`src/gbfp_pkg.sv`:
```
`default_nettype none
package gbfp_pkg;

  localparam logic [7:0] SYNC_FIRST  = 8'hD0;
  localparam logic [7:0] SYNC_SECOND = 8'hDD;
  localparam logic [7:0] FIX_3D_CODE = 8'h03;

  localparam int REC_BYTES    = 32;
  localparam int REC_W        = 8 * REC_BYTES;
  localparam int POS_W        = $clog2(REC_BYTES) + 1;
  localparam int FIX_KIND_POS = 21;

  typedef enum logic [2:0] {
    PH_HUNT  = 3'd0,
    PH_SYNC2 = 3'd1,
    PH_LEN   = 3'd2,
    PH_DATA  = 3'd3,
    PH_CKB   = 3'd4
  } phase_t;

  // byte held in the input register
  typedef struct packed {
    logic       valid;
    logic [7:0] data;
  } byte_stage_t;

  // decoded frame leaving the parser
  typedef struct packed {
    logic             valid;
    logic             frame_ok;
    logic             fix_3d;
    logic [REC_W-1:0] rec;
  } frame_res_t;

endpackage
`default_nettype wire

```
`src/gbfp_in_reg.sv`:
```
`default_nettype none
module gbfp_in_reg
  import gbfp_pkg::*;
(
  input  wire logic        clk,
  input  wire logic        rst_n,
  input  wire logic        in_tvalid,
  output logic             in_tready,
  input  wire logic [7:0]  in_tdata,
  input  wire logic        adv,
  output byte_stage_t      stage
);

  logic       valid_r;
  logic       valid_nxt;
  logic [7:0] data_r;

  // the held byte moves on whenever the output side has room
  assign in_tready = !valid_r || adv;

  always_comb begin
    valid_nxt = valid_r;
    if (in_tready) begin
      valid_nxt = in_tvalid;
    end
  end

  always_ff @(posedge clk) begin
    if (!rst_n) begin
      valid_r <= 1'b0;
    end else begin
      valid_r <= valid_nxt;
    end
  end

  always_ff @(posedge clk) begin
    if (in_tvalid && in_tready) begin
      data_r <= in_tdata;
    end
  end

  assign stage.valid = valid_r;
  assign stage.data  = data_r;

endmodule
`default_nettype wire

```
`src/gbfp_parser.sv`:
```
`default_nettype none
module gbfp_parser
  import gbfp_pkg::*;
(
  input  wire logic  clk,
  input  wire logic  rst_n,
  input  wire byte_stage_t stage,
  input  wire logic  adv,
  output frame_res_t res
);

  phase_t           phase_r;
  phase_t           phase_nxt;
  logic [7:0]       left_r;
  logic [7:0]       left_nxt;
  logic [POS_W-1:0] pos_r;
  logic [POS_W-1:0] pos_nxt;
  logic [7:0]       sum_a_r;
  logic [7:0]       sum_a_nxt;
  logic [7:0]       sum_b_r;
  logic [7:0]       sum_b_nxt;
  logic [7:0]       chk_a_r;
  logic [7:0]       chk_a_nxt;
  logic [7:0]       rec_r [REC_BYTES];
  logic             wr_en;
  logic [REC_W-1:0] rec_flat;
  logic             go;
  logic [7:0]       b;

  assign go = stage.valid && adv;
  assign b  = stage.data;

  always_comb begin
    phase_nxt = phase_r;
    if (go) begin
      unique case (phase_r)
        PH_SYNC2: phase_nxt = (b == SYNC_SECOND) ? PH_LEN : PH_HUNT;
        PH_LEN:   phase_nxt = PH_DATA;
        PH_DATA:  phase_nxt = (left_r != 8'd0) ? PH_DATA : PH_CKB;
        PH_CKB:   phase_nxt = PH_HUNT;
        default:  phase_nxt = (b == SYNC_FIRST) ? PH_SYNC2 : PH_HUNT;
      endcase
    end
  end

  always_comb begin
    for (int i = 0; i < REC_BYTES; i++) begin
      rec_flat[8*i +: 8] = rec_r[i];
    end
  end

  always_comb begin
    left_nxt     = left_r;
    pos_nxt      = pos_r;
    sum_a_nxt    = sum_a_r;
    sum_b_nxt    = sum_b_r;
    chk_a_nxt    = chk_a_r;
    wr_en        = 1'b0;
    res.valid    = 1'b0;
    res.frame_ok = (chk_a_r == sum_a_r) && (b == sum_b_r);
    res.fix_3d   = (rec_r[FIX_KIND_POS] == FIX_3D_CODE);
    res.rec      = rec_flat;
    if (go) begin
      unique case (phase_r)
        PH_SYNC2: begin
          if (b == SYNC_SECOND) begin
            pos_nxt = '0;
          end
        end
        PH_LEN: begin
          left_nxt  = b;
          sum_a_nxt = b;
          sum_b_nxt = b;
        end
        PH_DATA: begin
          if (left_r != 8'd0) begin
            // bytes past the record end are summed only
            if (!pos_r[POS_W-1]) begin
              wr_en   = 1'b1;
              pos_nxt = pos_r + POS_W'(1);
            end
            left_nxt  = left_r - 8'd1;
            sum_a_nxt = sum_a_r + b;
            sum_b_nxt = sum_b_r + sum_a_r + b;
          end else begin
            chk_a_nxt = b;
          end
        end
        PH_CKB: begin
          res.valid = 1'b1;
        end
        default: begin
          res.valid = 1'b0;
        end
      endcase
    end
  end

  always_ff @(posedge clk) begin
    if (!rst_n) begin
      phase_r <= PH_HUNT;
      left_r  <= '0;
      pos_r   <= '0;
      sum_a_r <= '0;
      sum_b_r <= '0;
      chk_a_r <= '0;
    end else begin
      phase_r <= phase_nxt;
      left_r  <= left_nxt;
      pos_r   <= pos_nxt;
      sum_a_r <= sum_a_nxt;
      sum_b_r <= sum_b_nxt;
      chk_a_r <= chk_a_nxt;
    end
  end

  always_ff @(posedge clk) begin
    if (!rst_n) begin
      for (int i = 0; i < REC_BYTES; i++) begin
        rec_r[i] <= '0;
      end
    end else if (wr_en) begin
      rec_r[pos_r[POS_W-2:0]] <= b;
    end
  end

endmodule
`default_nettype wire

```
`src/gbfp_out_reg.sv`:
```
`default_nettype none
module gbfp_out_reg
  import gbfp_pkg::*;
(
  input  wire logic              clk,
  input  wire logic              rst_n,
  input  wire frame_res_t        res,
  output logic                   adv,
  output logic                   out_tvalid,
  input  wire logic              out_tready,
  output logic [REC_W-1:0]       out_tdata,
  output logic [1:0]             out_tuser
);

  logic             valid_r;
  logic             valid_nxt;
  logic [REC_W-1:0] data_r;
  logic [1:0]       user_r;

  assign adv = !valid_r || out_tready;

  always_comb begin
    valid_nxt = valid_r;
    if (adv) begin
      valid_nxt = res.valid;
    end
  end

  always_ff @(posedge clk) begin
    if (!rst_n) begin
      valid_r <= 1'b0;
    end else begin
      valid_r <= valid_nxt;
    end
  end

  always_ff @(posedge clk) begin
    if (adv && res.valid) begin
      data_r <= res.rec;
      user_r <= {res.fix_3d, res.frame_ok};
    end
  end

  assign out_tvalid = valid_r;
  assign out_tdata  = data_r;
  assign out_tuser  = user_r;

endmodule
`default_nettype wire

```
`src/gps_binary_frame_parser_core.sv`:
```
// result path: final check byte -> input register -> parser step -> output register
// throughput: one byte per cycle unless the output register is stalled, through the
// combinational parser step between the input register and the output register
// reset: synchronous active-low rst_n returns to sync hunting, clears sums,
// counters and the 32-byte record, and empties both registers
`default_nettype none
module gps_binary_frame_parser_core
  import gbfp_pkg::*;
(
  input  wire logic              clk,
  input  wire logic              rst_n,
  input  wire logic              in_tvalid,
  output logic                   in_tready,
  input  wire logic [7:0]        in_tdata,   // [7:0] rx_byte
  output logic                   out_tvalid,
  input  wire logic              out_tready,
  // [31:0] latitude, [63:32] longitude, [95:64] altitude, [127:96] ground_speed,
  // [159:128] course, [167:160] satellites, [175:168] fix_kind,
  // [207:176] date_word, [239:208] time_word, [255:240] hdop_raw
  output logic [REC_W-1:0]       out_tdata,
  output logic [1:0]             out_tuser   // [0] frame_ok, [1] fix_3d
);

  byte_stage_t stage;
  frame_res_t  res;
  logic        adv;

  gbfp_in_reg u_in_reg (
    .clk       (clk),
    .rst_n     (rst_n),
    .in_tvalid (in_tvalid),
    .in_tready (in_tready),
    .in_tdata  (in_tdata),
    .adv       (adv),
    .stage     (stage)
  );

  gbfp_parser u_parser (
    .clk   (clk),
    .rst_n (rst_n),
    .stage (stage),
    .adv   (adv),
    .res   (res)
  );

  gbfp_out_reg u_out_reg (
    .clk        (clk),
    .rst_n      (rst_n),
    .res        (res),
    .adv        (adv),
    .out_tvalid (out_tvalid),
    .out_tready (out_tready),
    .out_tdata  (out_tdata),
    .out_tuser  (out_tuser)
  );

endmodule
`default_nettype wire

```
`config.mk`:
```
export PLATFORM = sky130hd
export DESIGN_NAME = gps_binary_frame_parser_core
export DESIGN_NICKNAME = d
export VERILOG_FILES = /design/src/gbfp_pkg.sv /design/src/gbfp_in_reg.sv /design/src/gbfp_parser.sv /design/src/gbfp_out_reg.sv /design/src/gps_binary_frame_parser_core.sv
export SDC_FILE = /design/constraint.sdc
export NUM_CORES = 1
export LEC_CHECK = 0
export BUFFER_PORTS_ARGS = -buffer_cell sky130_fd_sc_hd__clkbuf_2
export CORE_MARGIN = 1.5
export CORE_UTILIZATION = 62
export CTS_CLUSTER_DIAMETER = 50
export DETAILED_ROUTE_END_ITERATION = 8
export PLACE_DENSITY = 0.84
export SLEW_MARGIN = 10
export SYNTH_ARGS = -nofsm -noshare
export SYNTH_HDL_FRONTEND = slang
export SYNTH_HIERARCHICAL = 1
export SYNTH_SLANG_ARGS = --single-unit
```
`constraint.sdc`:
```
create_clock -name clk -period 9 [get_ports clk]
set_input_delay 0 -clock clk [delete_from_list [all_inputs] [get_ports clk]]
set_output_delay 0 -clock clk [all_outputs]
set_load 0.02 [all_outputs]
```
Word level (Yosys, flattened, before mapping) --
Memory sizes are Yosys's and may differ from the RTL's. A register that Yosys moved wholly into a read port is not among the register bits. Cells that the tools add are included.
Cells by class: reductions and logical operators 16, add/sub/neg operators 5, multiplexer cells 27, bitwise operators 1, equal/unequal tests 12
Operator list (count):
- $pmux W8 S2 | 3
- $mux W8 | 4
- $add A8 B8 Y8 | 3
- $mux W6 | 3
- $eq A8 B8 Y1 | 2
- $eq A8 B8 Y1 const B | 2
- $mux W1 | 12
- $pmux W3 S4 | 1
- $pmux W6 S2 | 1
- $eq A8 B2 Y1 const B | 1
- $reduce_bool A8 Y1 | 1
- $reduce_or A8 Y1 | 1
- $sub A8 B1 Y8 const B | 1
- $add A6 B1 Y6 const B | 1
- $eq A3 B2 Y1 const B | 2
- $reduce_and A3 Y1 | 2
- $mux W5 | 1
- $reduce_and A5 Y1 | 1
- $logic_and A1 B1 Y1 | 4
- $ne A2 B1 Y1 const B | 2
- $reduce_and A4 Y1 | 1
- $reduce_bool A2 Y1 | 2
- $eq A3 B1 Y1 const B | 1
- $eq A3 B3 Y1 const B | 1
- 6 further kinds | 8
Storage, ports and cells: output and inout port bits 260, bits in writable memories 256, logic and storage cells 74, memories kept 1, input bits 12, register bits after elaboration 309
Memories:
- u_parser.rec_r | words 32, width 8, rd ports 32, clocked after memory_dff 31, wr ports 32, line gbfp_parser.sv:24 | logic [7:0] rec_r [REC_BYTES];

Depth between registers and ports, before layout --
depth after elaboration 9, gate-level depth with buffers 13, depth with buffers taken out 11

By module --
Netlist, hierarchy kept.
By module, submodules not included:
- gbfp_parser | times used 1, seq. area each 8508.2 um^2, area an instance 12710.9 um^2, cells each 1001
- gbfp_out_reg | times used 1, seq. area each 7767.4 um^2, area an instance 7805.0 um^2, cells each 263
- gbfp_in_reg | times used 1, seq. area each 260.2 um^2, area an instance 305.3 um^2, cells each 14

Worst setup path before layout --
Ideal clock, no wire load.
path kind register to register, start register u_out_reg.valid_r, in the netlist u_out_reg/out_tvalid, end register u_out_reg.data_r[0], in the netlist u_out_reg/out_tdata[0] (read register of u_parser.rec_r) (enable), cell stages (with the launch flop) 6, path buffers 1, data required time 8.558 ns, data arrival time 3.047 ns, clock period less this slack 3.489 ns, setup slack 5.511 ns, library setup time 0.442 ns, path through dfxtp_1 > nand2b_4 > and2_1 > buf_1 > and3_1 > and2_4
RTL lines:
- start: declaration | line gbfp_out_reg.sv:15 | logic valid_r;
- start signal: assignment | line gbfp_out_reg.sv:33 | valid_r <= valid_nxt;
- end: declaration | line gbfp_out_reg.sv:17 | logic [REC_W-1:0] data_r;

==> results.md <==
- Filler cell count in the final layout: about 1900
- Final Hold Fails: 0
- R2r startpoint: u_parser/left_r[0]
- Final Skew: 0.0139 ns
- Setup Viol. Count Final: 0
- YS warnings: 6
- Clock root cell: clkbuf_16
- CP cell instances: inv_1 > ha_1 > or4b_1 > nor2_1 > nor2_2 > nand3_2 > o21ai_0
- Crit Path Max Fanout: 32
- Syn Nets: 1317
- Die Wd: 186 um
- HP Class: primary input to register
- Routed vias/inst: roughly 5.8
- Final nets: 1593
- Vias in the first global route: around 11000
- Die Span Y: 186 um
- Pwr dens: 217 nW/um^2
- Upper clock frequency limit: 266 MHz
- Deepest clock path buffer count: 3
- Worst EP arrival: 3.93 ns
- Clock transition at path regs: 0.06 ns
- Initial drt markers: 1362
- GPL Wtd Cong: around 0.85
- # DRC: 0
- Peak VDD IR: 181 uV
- First-pass GRT wire length: ~65 mm
- Hold Path Sink: u_parser/sum_b_r[7]
- Crit share post-route: 41.8%
- Routed Antenna Nets: 0
- Reg2Reg Setup Slack: 5.24 ns
- H-Tree Depth: 2
- R2R depth: 7
- DIE AREA: 34700 sq um
- Worst Path Class, Setup: register to register
- Startpoint Class: register
- Critical Path RT: 9.16 ns
- Ys flop type: edfxtp_1
- FF+latch count, synth: 565
- Min-Delay Path Depth: 4
- PortBufs: 271
- Synth unique cells: 58
- Starting density of the core: 63.5%
- Vias: 11728
- Post-CTS setup buffers: 0
- P_leak: 8.70 nW
- CTS tree: built
- Clk Latency, worst-skew pair: 0.56 ns
- GR Util All Layers: approximately 26%
- Max_cap viols: 0
- Max-slew headroom: 18.8%
- RSZ-0062 raised after global routing: false
- Remaining global-route overflow: 0
- Setup_tns: 0 ns
- Synthesized area per cell: 16.3 sq um
- Register area: 16500 sq um
- Ports: about 270
- Fin worst setup slack: about 5.2 ns
- Row cnt: 66
- # clock sinks: 565
- Final Core Density: 74.2%
- Place WS: ~5.3 ns
- Crit-path max cell delay: 1.20 ns
- Core Region: 32800 sq um
- Initial antenna violation count: 3
- Largest net degree at the start of global routing: 87
- EDFF count, synth: 522
- Fin crit period: 3.76 ns
- Dpl cell area: approximately 22000 sq um
- RR Endpoint: u_parser/rec_r[23][7]
- Area of the multi-input gates: 3880 sq um
- Status: complete, no violations
- Worst-Margin Slew: 1.21 ns
- Post-Syn Instances: roughly 1300
- WL per Instance: 22.0 um
- Slowest stage cell, crit path: o21ai_0
- Dpl hpwl: approximately 27 mm
- Crit. End Element: register
- Async SR Flop Fraction: 0%
- CTS Buf Count: 53
- Area growth syn-to-layout: 16.8%
- Max Transition Viols Final: 0
- Register area share after synthesis: about four fifths
- Post-Route WL: ~45 mm
- Hold path startpoint: rst_n
- Cell Area, Synth: around 21000 sq um
- Share of cells above drive strength 1: 23.9%
- Drt pass-1 iters: 7
- Total Power: 5.28 mW
- Design Area, Final: 24300 sq um
Yosys cell counts, drive strengths merged (2+ instances only):
| cell type | n | area, sq um |
|---|---|---|
| edfxtp | 522 | 15700 |
| and2 | 195 | 1220 |
| nor3 | 70 | 350 |
| o21ai | 64 | 320 |
| nor2 | 61 | 234 |
| clkbuf | 48 | 180 |
| nand2 | 45 | 169 |
| dfxtp | 43 | 861 |
| a21oi | 28 | 140 |
| buf | 27 | 158 |
| xnor2 | 22 | 193 |
| ha | 18 | 225 |
| inv | 17 | 63.8 |
| nand3 | 14 | 90.1 |
| a31oi | 9 | 56.3 |
| fa | 9 | 180 |
| a21o | 8 | 60.1 |
| nand4 | 6 | 37.5 |
| a22oi | 5 | 37.5 |
| nand2b | 5 | 46.3 |
| nor2b | 5 | 31.3 |
| a311oi | 4 | 35.0 |
| and3 | 4 | 25.0 |
| o31ai | 4 | 43.8 |
| or3 | 4 | 25.0 |
| or4 | 4 | 30.0 |
| a211oi | 3 | 22.5 |
| nand3b | 3 | 22.5 |
| nor4 | 3 | 33.8 |
| or2 | 3 | 18.8 |
| a211o | 2 | 17.5 |
| a21boi | 2 | 22.5 |
| nor3b | 2 | 15.0 |
| o211ai | 2 | 15.0 |
| o21a | 2 | 15.0 |
| xor2 | 2 | 17.5 |
placed cells by master (no fill, tap or decap), types with 5 or more instances in the layout:
cell / n
a21o_1: 8
a21oi_1: 28
a22oi_1: 5
a31oi_1: 9
and2_1: 193
buf_4: 14
bufinv_16: 5
clkbuf_1: 14
clkbuf_16: 53
clkbuf_2: 271
clkinv_1: 7
clkinv_2: 8
dfxtp_1: 43
dlygate4sd3_1: 11
edfxtp_1: 522
fa_1: 9
ha_1: 18
inv_1: 17
nand2_1: 45
nand3_1: 10
nand4_1: 6
nor2_1: 59
nor2b_1: 5
nor3_1: 70
o21ai_0: 64
xnor2_1: 22
cell families (layout without fill, tap and decap cells):
| group | after synthesis | count (layout) | share of synthesized area [%] |
|---|---|---|---|
| muxes | 1 | 1 | 0.0481 |
| DFF | 565 | 565 | 79.4 |
| other | 0 | 1 | 0 |
| buffers and inverters | 92 | 410 | 1.93 |
| xor gates and xnor gates | 24 | 24 | 1.01 |
| AOI/OAI and AO/OA | 139 | 139 | 4.06 |
| adders and majority gates | 27 | 27 | 1.95 |
| and+or+nand+nor | 430 | 430 | 11.6 |
worst max-delay path: cells and delay by family (launching register included):
| family | cells | cell delay, ns |
|---|---|---|
| simple gates | 4 | 1.51 |
| compound gates | 1 | 1.20 |
| flops | 1 | 0.36 |
| fa+ha+maj | 1 | 0.23 |
| buf+inv | 1 | 0.07 |
flip-flops by register name (all words and copies together), names as in the netlist:
register / flops
u_in_reg/data_r: 8
u_out_reg/out_tuser: 2
u_parser/sum_b_r: 8
u_in_reg/valid_r: 1
u_parser/chk_a_r: 8
u_parser/sum_a_r: 8
u_parser/pos_r: 6
u_parser/rec_r: 256
u_out_reg/out_tvalid: 1
u_parser/left_r: 8
u_out_reg/out_tdata: 256
u_parser/phase_r: 3
layer usage:
metal / up-vias / wire length (um) / GRT usage (%)
li1: 5241 / - / -
met1: 5717 / 16700 / 33.4
met2: 647 / 22400 / 43.7
met3: 121 / 3660 / 4.46
met4: 2 / 1940 / 11.9
met5: - / 13 / 0
power breakdown:
group | switching, mW | internal, mW | total [mW] | leakage, nW
sequential | 0.0289 | 2.92 | 2.95 | 5.24
combinational | 0.111 | 0.0377 | 0.149 | 2.64
clock | 0.924 | 1.25 | 2.18 | 0.828
total | 1.06 | 4.21 | 5.28 | 8.70
what timing repair did:
item	4_1_cts	5_1_grt
hold endpoints to repair	18	0
resized for setup	0	0
hold buffers	11	0
setup endpoints to repair	0	0
worst max-delay path by stage:
stage | from | to | slack [ns] | cells past startpoint
floorplan | u_out_reg/out_tvalid | u_out_reg/out_tdata[0] | 5.51 | 5
CTS | u_parser/left_r[0] | u_parser/rec_r[23][6] | 5.27 | 7
detailed placement | u_out_reg/out_tvalid | u_out_reg/out_tdata[154] | 5.31 | 6
finish | u_parser/left_r[0] | u_parser/rec_r[23][7] | 5.24 | 7
global route | u_parser/left_r[0] | u_parser/rec_r[23][5] | 4.99 | 7
global placement | u_out_reg/out_tvalid | u_out_reg/out_tdata[155] | 5.48 | 6
metrics by stage:
step,std cells,hold slack (ns)
5_1_grt,2038,0.116
4_1_cts,2038,0.107
2_1_floorplan,1278,0.0989
6_report,2039,0.127
3_5_place_dp,1930,0.179
3_3_place_gp,1930,0.178
final cells by class:
type                    instances  share of cell area (%)
multi-input cells             621                    16.0
diodes                          1                  0.0103
well taps                     442                    2.27
repair buffers                296                    6.46
flip-flops and latches        565                    68.0
clock buffers                  69                    5.78
clock inverters                28                    1.23
inverters                      17                   0.262
Note: power is estimated with default switching activity, not from simulation.
